$ cat src/hw/rtl/i2da_pkg.sv
// Shared types and constants for the int32 to decimal ASCII converter.
package i2da_pkg;

   localparam int VALUE_W = 32;
   localparam int CHAR_W  = 7;
   localparam int POS_W   = 4;
   localparam int DIG_W   = 4;
   localparam int THR_W   = 34;

   localparam logic [CHAR_W-1:0] ASCII_MINUS = 7'd45;
   localparam logic [CHAR_W-1:0] ASCII_ZERO  = 7'd48;

   localparam logic [THR_W-1:0] POW10 [10] = '{
      34'd1, 34'd10, 34'd100, 34'd1000, 34'd10000, 34'd100000,
      34'd1000000, 34'd10000000, 34'd100000000, 34'd1000000000
   };

   // classified item: sign, magnitude and index of the leading digit
   typedef struct packed {
      logic               neg;
      logic [VALUE_W-1:0] mag;
      logic [DIG_W-1:0]   top;
   } entry_type;

endpackage

$ cat src/hw/rtl/i2da_req_if.sv
// Input channel: one signed 32-bit value per transfer.
interface i2da_req_if;
   import i2da_pkg::*;

   logic                      valid;
   logic                      ready;
   logic signed [VALUE_W-1:0] value;

   modport source (output valid, output value, input ready);
   modport sink (input valid, input value, output ready);
endinterface

$ cat src/hw/rtl/i2da_rsp_if.sv
// Result channel: one ASCII character with position and last mark per transfer.
interface i2da_rsp_if;
   import i2da_pkg::*;

   logic              valid;
   logic              ready;
   logic [CHAR_W-1:0] char_code;
   logic [POS_W-1:0]  position;
   logic              is_last;

   modport source (output valid, output char_code, output position, output is_last,
                   input ready);
   modport sink (input valid, input char_code, input position, input is_last,
                 output ready);
endinterface

$ cat src/hw/rtl/i2da_front.sv
// Front end: takes values, forms sign, magnitude and leading digit index.
module i2da_front (
   input  logic                clock,
   input  logic                reset,
   i2da_req_if.sink            req,
   output logic                push_valid,
   input  logic                push_ready,
   output i2da_pkg::entry_type push_entry
);
   import i2da_pkg::*;

   logic                      hold_valid_ff, hold_valid_in;
   logic signed [VALUE_W-1:0] hold_value_ff, hold_value_in;
   logic [VALUE_W-1:0]        mag;
   logic [DIG_W-1:0]          top;
   logic                      take;

   assign req.ready = !hold_valid_ff || push_ready;
   assign take      = req.valid && req.ready;

   always_comb begin
      hold_valid_in = hold_valid_ff;
      hold_value_in = hold_value_ff;
      if (take) begin
         hold_valid_in = 1'b1;
         hold_value_in = req.value;
      end else if (push_ready) begin
         hold_valid_in = 1'b0;
      end
   end

   always_comb begin
      mag = hold_value_ff[VALUE_W-1] ? (VALUE_W'(0) - hold_value_ff) : hold_value_ff;
      top = '0;
      for (int i = 1; i < 10; i++) begin
         if (mag >= POW10[i][VALUE_W-1:0]) begin
            top = DIG_W'(i);
         end
      end
   end

   assign push_valid     = hold_valid_ff;
   assign push_entry.neg = hold_value_ff[VALUE_W-1];
   assign push_entry.mag = mag;
   assign push_entry.top = top;

   always_ff @(posedge clock) begin
      if (reset) begin
         hold_valid_ff <= 1'b0;
      end else begin
         hold_valid_ff <= hold_valid_in;
      end
      hold_value_ff <= hold_value_in;
   end
endmodule

$ cat src/hw/rtl/i2da_queue.sv
// Two-entry queue between the front end and the digit engine.
module i2da_queue (
   input  logic                clock,
   input  logic                reset,
   input  logic                in_valid,
   output logic                in_ready,
   input  i2da_pkg::entry_type in_entry,
   output logic                out_valid,
   input  logic                out_ready,
   output i2da_pkg::entry_type out_entry
);
   import i2da_pkg::*;

   entry_type  slots_ff [2];
   logic       wr_ptr_ff, wr_ptr_in;
   logic       rd_ptr_ff, rd_ptr_in;
   logic [1:0] count_ff, count_in;
   logic       push, pop;

   assign in_ready  = (count_ff != 2'd2);
   assign out_valid = (count_ff != 2'd0);
   assign out_entry = slots_ff[rd_ptr_ff];
   assign push      = in_valid && in_ready;
   assign pop       = out_valid && out_ready;

   always_comb begin
      wr_ptr_in = push ? !wr_ptr_ff : wr_ptr_ff;
      rd_ptr_in = pop ? !rd_ptr_ff : rd_ptr_ff;
      count_in  = count_ff;
      if (push && !pop) begin
         count_in = count_ff + 2'd1;
      end else if (pop && !push) begin
         count_in = count_ff - 2'd1;
      end
   end

   always_ff @(posedge clock) begin
      if (reset) begin
         wr_ptr_ff <= 1'b0;
         rd_ptr_ff <= 1'b0;
         count_ff  <= 2'd0;
      end else begin
         wr_ptr_ff <= wr_ptr_in;
         rd_ptr_ff <= rd_ptr_in;
         count_ff  <= count_in;
      end
      if (push) begin
         slots_ff[wr_ptr_ff] <= in_entry;
      end
   end
endmodule

$ cat src/hw/rtl/i2da_back.sv
// Digit engine: emits the sign of a negative value and one decimal digit per cycle while rsp is not stalled, MSD first.
module i2da_back (
   input  logic                clock,
   input  logic                reset,
   input  logic                pop_valid,
   output logic                pop_ready,
   input  i2da_pkg::entry_type pop_entry,
   i2da_rsp_if.source          rsp
);
   import i2da_pkg::*;

   logic               busy_ff, busy_in;
   logic               neg_pend_ff, neg_pend_in;
   logic [VALUE_W-1:0] rem_ff, rem_in;
   logic [DIG_W-1:0]   k_ff, k_in;
   logic [POS_W-1:0]   pos_ff, pos_in;
   logic               out_valid_ff, out_valid_in;
   logic [CHAR_W-1:0]  out_char_ff, out_char_in;
   logic [POS_W-1:0]   out_pos_ff, out_pos_in;
   logic               out_last_ff, out_last_in;

   logic               emit_ok, step, last_digit, pop;
   logic [THR_W-1:0]   thr, sub;
   logic [DIG_W-1:0]   digit;

   assign emit_ok    = !out_valid_ff || rsp.ready;
   assign step       = busy_ff && emit_ok;
   assign last_digit = !neg_pend_ff && (k_ff == '0);
   assign pop        = pop_valid && (!busy_ff || (step && last_digit));
   assign pop_ready  = !busy_ff || (step && last_digit);

   // digit = largest j with rem >= j * 10^k
   always_comb begin
      digit = '0;
      sub   = '0;
      thr   = '0;
      for (int j = 1; j < 10; j++) begin
         thr = POW10[k_ff] * THR_W'(j);
         if ({2'b00, rem_ff} >= thr) begin
            digit = DIG_W'(j);
            sub   = thr;
         end
      end
   end

   always_comb begin
      busy_in      = busy_ff;
      neg_pend_in  = neg_pend_ff;
      rem_in       = rem_ff;
      k_in         = k_ff;
      pos_in       = pos_ff;
      out_char_in  = out_char_ff;
      out_pos_in   = out_pos_ff;
      out_last_in  = out_last_ff;
      out_valid_in = out_valid_ff;

      if (rsp.ready) begin
         out_valid_in = 1'b0;
      end

      if (step) begin
         out_valid_in = 1'b1;
         out_pos_in   = pos_ff;
         pos_in       = pos_ff + POS_W'(1);
         if (neg_pend_ff) begin
            neg_pend_in = 1'b0;
            out_char_in = ASCII_MINUS;
            out_last_in = 1'b0;
         end else begin
            out_char_in = ASCII_ZERO + CHAR_W'(digit);
            out_last_in = (k_ff == '0);
            rem_in      = rem_ff - sub[VALUE_W-1:0];
            k_in        = k_ff - DIG_W'(1);
            if (k_ff == '0) begin
               busy_in = 1'b0;
            end
         end
      end

      if (pop) begin
         busy_in     = 1'b1;
         neg_pend_in = pop_entry.neg;
         rem_in      = pop_entry.mag;
         k_in        = pop_entry.top;
         pos_in      = '0;
      end
   end

   assign rsp.valid     = out_valid_ff;
   assign rsp.char_code = out_char_ff;
   assign rsp.position  = out_pos_ff;
   assign rsp.is_last   = out_last_ff;

   always_ff @(posedge clock) begin
      if (reset) begin
         busy_ff      <= 1'b0;
         out_valid_ff <= 1'b0;
      end else begin
         busy_ff      <= busy_in;
         out_valid_ff <= out_valid_in;
      end
      neg_pend_ff <= neg_pend_in;
      rem_ff      <= rem_in;
      k_ff        <= k_in;
      pos_ff      <= pos_in;
      out_char_ff <= out_char_in;
      out_pos_ff  <= out_pos_in;
      out_last_ff <= out_last_in;
   end
endmodule

$ cat src/hw/rtl/int32_to_decimal_ascii.sv
// Top level: signed 32-bit integer to decimal ASCII character stream.
//
// req_ch carries one signed 32-bit value per transfer. rsp_ch returns its
// decimal text one character per transfer, most significant first: a '-'
// for negative values, then 1 to 10 digits. Each character carries its
// buffer position (from 0) and is_last on the final digit.
// Path: a value goes through the front end's holding register, the queue
// and the digit engine's state, then each character through the output register.
// Throughput: one character per cycle while rsp_ch.ready is high, with no
// gap between values; a value has 1 to 11 characters. The digit engine,
// which resolves one decimal digit per cycle, sets this figure.
// The front end holds one value and the queue two more, so req_ch keeps
// taking values while the digit engine works.
// Reset (synchronous, active high) empties the holding register, the queue
// and the output register; no value or character survives it.
// When the receiver holds rsp_ch.ready low, the shown character stays put,
// the engine stops, and req_ch backs up once the queue fills.
module int32_to_decimal_ascii (
   input  logic       clock,
   input  logic       reset,
   i2da_req_if.sink   req_ch,
   i2da_rsp_if.source rsp_ch
);
   import i2da_pkg::*;

   logic      push_valid, push_ready;
   entry_type push_entry;
   logic      pop_valid, pop_ready;
   entry_type pop_entry;

   i2da_front u_front (
      .clock      (clock),
      .reset      (reset),
      .req        (req_ch),
      .push_valid (push_valid),
      .push_ready (push_ready),
      .push_entry (push_entry)
   );

   i2da_queue u_queue (
      .clock     (clock),
      .reset     (reset),
      .in_valid  (push_valid),
      .in_ready  (push_ready),
      .in_entry  (push_entry),
      .out_valid (pop_valid),
      .out_ready (pop_ready),
      .out_entry (pop_entry)
   );

   i2da_back u_back (
      .clock     (clock),
      .reset     (reset),
      .pop_valid (pop_valid),
      .pop_ready (pop_ready),
      .pop_entry (pop_entry),
      .rsp       (rsp_ch)
   );
endmodule

$ cat src/flat_wrapper.sv
// flat-port wrapper written by rule: the top's interface ports become plain ports
module int32_to_decimal_ascii_flat import i2da_pkg::*;
  (clock, reset, req_ch_valid, req_ch_value, req_ch_ready, rsp_ch_valid, rsp_ch_char_code, rsp_ch_position, rsp_ch_is_last, rsp_ch_ready);
  i2da_req_if req_ch_i ();
  i2da_rsp_if rsp_ch_i ();
  input  logic clock;
  input  logic reset;
  input wire logic [$bits(req_ch_i.valid)-1:0] req_ch_valid;
  input wire logic [$bits(req_ch_i.value)-1:0] req_ch_value;
  output wire logic [$bits(req_ch_i.ready)-1:0] req_ch_ready;
  output wire logic [$bits(rsp_ch_i.valid)-1:0] rsp_ch_valid;
  output wire logic [$bits(rsp_ch_i.char_code)-1:0] rsp_ch_char_code;
  output wire logic [$bits(rsp_ch_i.position)-1:0] rsp_ch_position;
  output wire logic [$bits(rsp_ch_i.is_last)-1:0] rsp_ch_is_last;
  input wire logic [$bits(rsp_ch_i.ready)-1:0] rsp_ch_ready;
  assign req_ch_i.valid = req_ch_valid;
  assign req_ch_i.value = req_ch_value;
  assign req_ch_ready = req_ch_i.ready;
  assign rsp_ch_valid = rsp_ch_i.valid;
  assign rsp_ch_char_code = rsp_ch_i.char_code;
  assign rsp_ch_position = rsp_ch_i.position;
  assign rsp_ch_is_last = rsp_ch_i.is_last;
  assign rsp_ch_i.ready = rsp_ch_ready;
  int32_to_decimal_ascii u_core (.clock(clock), .reset(reset), .req_ch(req_ch_i), .rsp_ch(rsp_ch_i));
endmodule
$ cat config.mk
export PLATFORM = sky130hd
export DESIGN_NAME = int32_to_decimal_ascii_flat
export DESIGN_NICKNAME = d
export VERILOG_FILES = /design/src/hw/rtl/i2da_pkg.sv /design/src/hw/rtl/i2da_req_if.sv /design/src/hw/rtl/i2da_rsp_if.sv /design/src/hw/rtl/i2da_front.sv /design/src/hw/rtl/i2da_queue.sv /design/src/hw/rtl/i2da_back.sv /design/src/hw/rtl/int32_to_decimal_ascii.sv /design/src/flat_wrapper.sv
export SDC_FILE = /design/constraint.sdc
export NUM_CORES = 1
export LEC_CHECK = 0
export BUFFER_PORTS_ARGS = -buffer_cell sky130_fd_sc_hd__buf_2
export CAP_MARGIN = 30
export CORE_ASPECT_RATIO = 1.75
export CORE_MARGIN = 1
export CORE_UTILIZATION = 40
export DETAILED_ROUTE_END_ITERATION = 6
export SYNTH_ARGS = -nofsm -noshare
export SYNTH_HDL_FRONTEND = slang
export SYNTH_SLANG_ARGS = --single-unit
$ cat constraint.sdc
create_clock -name clock -period 8.53 [get_ports clock]
set_input_delay 0.853 -clock clock [delete_from_list [all_inputs] [get_ports clock]]
set_output_delay 0.853 -clock clock [all_outputs]
set_load 0.02 [all_outputs]
==> results of run 1 <==
## synth_stat cells, types with 59 or more instances
library cell,instances,area [sq um]
ha_1,400,5000
a21oi_1,229,1150
nand2_1,206,773
nor2_1,181,679
o21ai_0,165,826
edfxtp_1,153,4590
inv_1,113,424
a21o_1,103,773
xnor2_1,82,718
clkbuf_1,66,248
nand3_1,63,315
xor2_1,59,517
## worst max-delay path: cells and delay by family, from the launching register on
kind | cells | cell delay, ps
xor gates and xnor gates | 2 | 360
adders and majority gates | 5 | 1130
and+or+nand+nor | 6 | 1060
AOI/OAI and AO/OA | 21 | 4000
buffers and inverters | 10 | 1560
DFF | 1 | 420
## timing repair
action / CTS / global route
pin swaps: 129 / 63
gates cloned: 0 / 0
setup endpoints to repair: 27 / 25
gates resized for setup: 252 / 87
hold endpoints to repair: 0 / 0
buffers inserted: 68 / 23
## stage by stage
stage | TNS, ps | setup WS (ps) | hold WS [ps]
after floorplan | -4.90 | -4.90 | 428
after global placement | -20920 | -1360 | 445
after detailed placement | -23600 | -1450 | 449
after CTS | -1290 | -189 | 477
after global routing | -9610 | -602 | 503
final | -2840 | -292 | 477
## routing by layer
metal	part of all wire, %	global-route usage [%]
met1	35	36.6
met2	51	66.4
met3	4.2	4.15
met4	10	31.4
met5	0	0
## kinds of logic (layout without fill, tap and decap cells)
family                     count (synthesis)  count (layout)
other                                      2               5
AOI/OAI and AO/OA                        818             818
buffers and inverters                    199             903
adders and majority gates                421             421
DFF                                      165             165
xor gates and xnor gates                 142             142
and+or+nand+nor                          739             739
muxes                                     47              47
## layout make-up
class / instances / area [sq um]
fillers: 4932 / 23400
multi-input cells: 2172 / 17600
repair buffers: 754 / 5810
flip-flops and latches: 165 / 4840
well taps: 684 / 856
inverters: 117 / 454
clock buffers: 17 / 425
clock inverters: 15 / 145
## registers in the layout, indices dropped and copies added (netlist names), 2 cells and up, named ones only
signal                        count
u_core.u_back.k_ff                4
u_core.u_queue.slots_ff          74
u_core.u_back.rsp.char_code       5
u_core.u_back.pos_ff              4
u_core.u_back.rem_ff             32
u_core.u_front.hold_value_ff     32
u_core.u_queue.count_ff           2
u_core.u_back.rsp.position        4
## path summary, 6_finish.rpt
kind / startpoint / slack, ps / cells past startpoint / end
min reg2reg: u_core.u_back.pos_ff[3] / 480 / 0 / u_core.u_back.rsp.position[3]
min: u_core.u_back.pos_ff[3] / 480 / 0 / u_core.u_back.rsp.position[3]
max: u_core.u_back.k_ff[0] / -290 / 44 / u_core.u_back.rem_ff[29]
max reg2reg: u_core.u_back.k_ff[0] / -290 / 44 / u_core.u_back.rem_ff[29]
==> metrics, run 1 <==
status=complete, but fails checks; failing checks=negative setup slack; commonest non-fill, non-tap cell in the layout=buf_4; Worst Path Arrival=9000 ps; DRC Markers=0; largest family of logic cells by synthesized area=adder cells; Global Route Usage Sum=36.5%; Hold Crit Class=flip-flop to flip-flop; Clock Sinks=165; most frequent cells in the layout=664 x buf_4, 372 x ha_1, 194 x nand2_1; crit path kind=flip-flop to flip-flop; Syn-to-layout area delta=38.8%; FF+latch count, synth=165; hold buffer count at cts=0; final core occ=56.3%; Port Buffers=47; Final setup violation count=19; Core Footprint=0.0535 sq mm; Post-Syn Area per Cell=8.58 sq um; Crit path required time=8710 ps; relative slew slack=between 40% and 50%; Final Instance Count excl. Fillers=roughly 3900; final setup margin=-292 ps; critical-path maximum fanout=14; 1st-pass router iterations=5; ys flop type=edfxtp_1; die area=0.0553 sq mm; wire length per cell=roughly 26 um; Max Transition Viols Final=0; synthesized area=0.0217 sq mm; Final Hold Viols=0; post-synth cell types=98; Synth Area in Compound Gates=24.5%; worst clock skew=~15 ps; IO Count=50; Max clock buf depth=2; simple-gate portion of the synthesized area=between 15 and 20%; xor/xnor share of the synthesized area=5.79%; global placer's final weighted congestion=just over 1; Die Y=~310 um; clock slew at reported path FFs=about 80 ps; CTS tree=built; Startpoint Class=flip-flop; clock period minus worst slack=8820 ps; Root Driver=clkbuf_16; Placed Cells=3803; Adder-Cell Fraction of Synth Area=24.9%; DP Wirelength=81100 um; Yosys warning count=0; MaxCap Viol Count=0; Worst Setup End Kind=flip-flop; number of global-route vias before repair=24378; nets@finish=3682; first-pass GRT wire length=146000 um; most used cell, CP=buf_4; fraction of layout cells with a size suffix above 1=32.8%; sequential fraction of the synthesis area=22.3%; Initial Utilization=roughly 41%; FMAX=113 MHz; Tightest Pin Transition=839 ps; Post-Layout Inst Area=around 0.030 sq mm; 1st-iter DRT viols=1383; largest net degree at the start of global routing=45; CTS H-tree lvls=4; CP max stage delay=470 ps; Chip Width=around 180 um; Post-DRT Antenna Nets=0; clk_lat worst skew=450 ps; Cell Rows=112; Cells after Synth=2533; antenna cells=0; total CTS buffers=17; Final period util=103%; placed cell area=0.0273 sq mm; Post-synth ARST share=0%; antenna violations before repair=0; mux cell area share after synthesis=2.21%; grt total ovfl=0; DR vias/cell=around 6; unrepaired setup endpoints after global routing=true; routed vias=23461; Post-synth EDFFs=153; Critical-path top delay cell=or4_1; final wirelength=100000 um
Power of run 1 is left out: the tool's default activity adds up to more than one toggle a clock period on the data nets, which glitch-free logic cannot reach.
==> inputs of run 2 (changes only) <==
--- a/config.mk
+++ b/config.mk
@@ -11,6 +11,8 @@
 export CORE_MARGIN = 1
 export CORE_UTILIZATION = 40
 export DETAILED_ROUTE_END_ITERATION = 6
+export PLACE_DENSITY_LB_ADDON = 0.25
+export SKIP_LAST_GASP = 1
 export SYNTH_ARGS = -nofsm -noshare
 export SYNTH_HDL_FRONTEND = slang
 export SYNTH_SLANG_ARGS = --single-unit
==> run 2 against run 1 <==
Against the previous run: the flow still finishes with violations (negative setup slack); sequential share of layout area is 0.32 points higher; clock-buffer cell count is 2 higher; first-iteration DRC count increased by 11%.
==> metrics, run 2 (same netlist as run 1, synthesis figures left out) <==
wire length per cell=approximately 25 um; CTS H-tree lvls=4; Hold Crit Class=flip-flop to flip-flop; MaxCap Viol Count=0; fillers=4878; 1st-iter DRT viols=1542; fraction of layout cells with a size suffix above 1=31.5%; Final period util=107%; routed vias=between 20000 and 25000; DR vias/cell=between 6 and 7; clk_lat worst skew=450 ps; Reg area=slightly below 0.005 sq mm; unrepaired setup endpoints after global routing=true; Max clock buf depth=2; relative slew slack=23.1%; worst clock skew=14.8 ps; area of the multi-input gates=0.0173 sq mm; Root Driver=clkbuf_16; CTS tree=built; Initial Utilization=40.6%; final wirelength=slightly below 100000 um; Syn-to-layout area delta=36.0%; Port Buffers=47; Crit path required time=~8800 ps; max FFs per register=74; CP max stage delay=between 400 and 500 ps; Global Route Usage Sum=35.8%; nets@finish=3653; critical-path maximum fanout=5; number of global-route vias before repair=24190; Cell Rows=112; Max Transition Viols Final=0; Startpoint Class=flip-flop; status=complete, but fails checks; critical path buffer and inverter count=36; Critical-path top delay cell=o211ai_1; reg-to-reg startpoint=u_core.u_back.k_ff[0]; failing checks=negative setup slack; global placer's final weighted congestion=1.14; IO Count=50; Die Y=310 um; DP Wirelength=~79000 um; grt total ovfl=0; Worst Setup End Kind=flip-flop; Largest Register=u_core.u_queue.slots_ff; crit path kind=flip-flop to flip-flop; Clock Sinks=roughly 170; Worst Path Arrival=between 9000 and 10000 ps; biggest regs=u_core.u_queue.slots_ff x74, u_core.u_back.rem_ff x32, u_core.u_front.hold_value_ff x32; most frequent cells in the layout=649 x buf_4, 376 x ha_1, 202 x a21oi_1; commonest non-fill, non-tap cell in the layout=buf_4; most used cell, CP=buf_4; CP startpoint=u_core.u_back.k_ff[0]; largest net degree at the start of global routing=45; final setup margin=-575 ps; Final Hold Viols=0; 1st-pass router iterations=7; antenna cells=0; FMAX=approximately 110 MHz; antenna violations before repair=0; Core Footprint=approximately 0.054 sq mm; DRC Markers=0; die area=roughly 0.055 sq mm; Chip Width=178 um; Final setup violation count=24; clock period minus worst slack=9110 ps; clock slew at reported path FFs=roughly 70 ps; Fin Setup TNS=-7880 ps; total CTS buffers=17; CP top delay family=buffers and inverters; first-pass GRT wire length=144000 um; Post-DRT Antenna Nets=0; Min-Delay Startpoint=u_core.u_back.pos_ff[3]; Tightest Pin Transition=1150 ps
==> run 2: changes by cell type in the layout (fill, tap and decap cells not counted), moves of 6 or more <==
cell     previous run  this run
buf_6              27        16
buf_4             664       649
o21ai_0           120       129
a21oi_2            30        24
ha_4               23        16
a21oi_1           192       202
==> run 2: metal layers <==
metal	track usage, %	share of wire, %
met1	35.1	33
met2	63.5	50
met3	4.01	4.6
met4	36.5	12
met5	0	0
==> run 2: worst paths after layout <==
check / endpoint / slack [ps] / depth (start not counted)
max: u_core.u_back.rem_ff[31] / -580 / 59
min: u_core.u_back.rsp.position[3] / 470 / 0
max reg2reg: u_core.u_back.rem_ff[31] / -580 / 59
min reg2reg: u_core.u_back.rsp.position[3] / 470 / 0
==> run 2: layout make-up <==
type / count / area share [%]
Multi-Input combinational cell: 2172 / 58.7
Timing Repair Buffer: 725 / 18.6
Sequential cell: 165 / 16.4
Tap cell: 684 / 2.90
Clock buffer: 19 / 1.54
Inverter: 117 / 1.52
Clock inverter: 13 / 0.394
==> run 2: metrics by stage <==
stage | setup WS, ps | std cells | util [%] | cell area (sq um) | hold WS (ps)
6_report | -575 | 3895 | 55.2 | 29600 | 466
5_1_grt | -923 | 3895 | 55.2 | 29600 | 477
4_1_cts | -481 | 3867 | 54.0 | 28900 | 471
3_5_place_dp | -1810 | 3769 | 50.6 | 27100 | 452
3_3_place_gp | -1500 | 3764 | 50.5 | 27000 | 449
2_1_floorplan | -4.90 | 2536 | - | 21900 | 428
==> run 2: what timing repair did <==
action,CTS,global route
pin swaps,99,81
gates resized for setup,164,99
setup buffers,70,28
endpoints found under the setup margin,29,26
gates cloned,0,1
hold buffers,0,0
==> run 2: worst reg2reg max path, delay by kind of cell (launching register included) <==
kind | cells | cell delay (ps)
adder cells (fa/ha/maj) | 4 | 910
XOR/XNOR | 1 | 240
AO/OA/AOI/OAI | 14 | 2360
AND/OR/NAND/NOR | 4 | 480
buffers and inverters | 36 | 4500
flip-flops | 1 | 440
Power of run 2 is left out for the same reason.
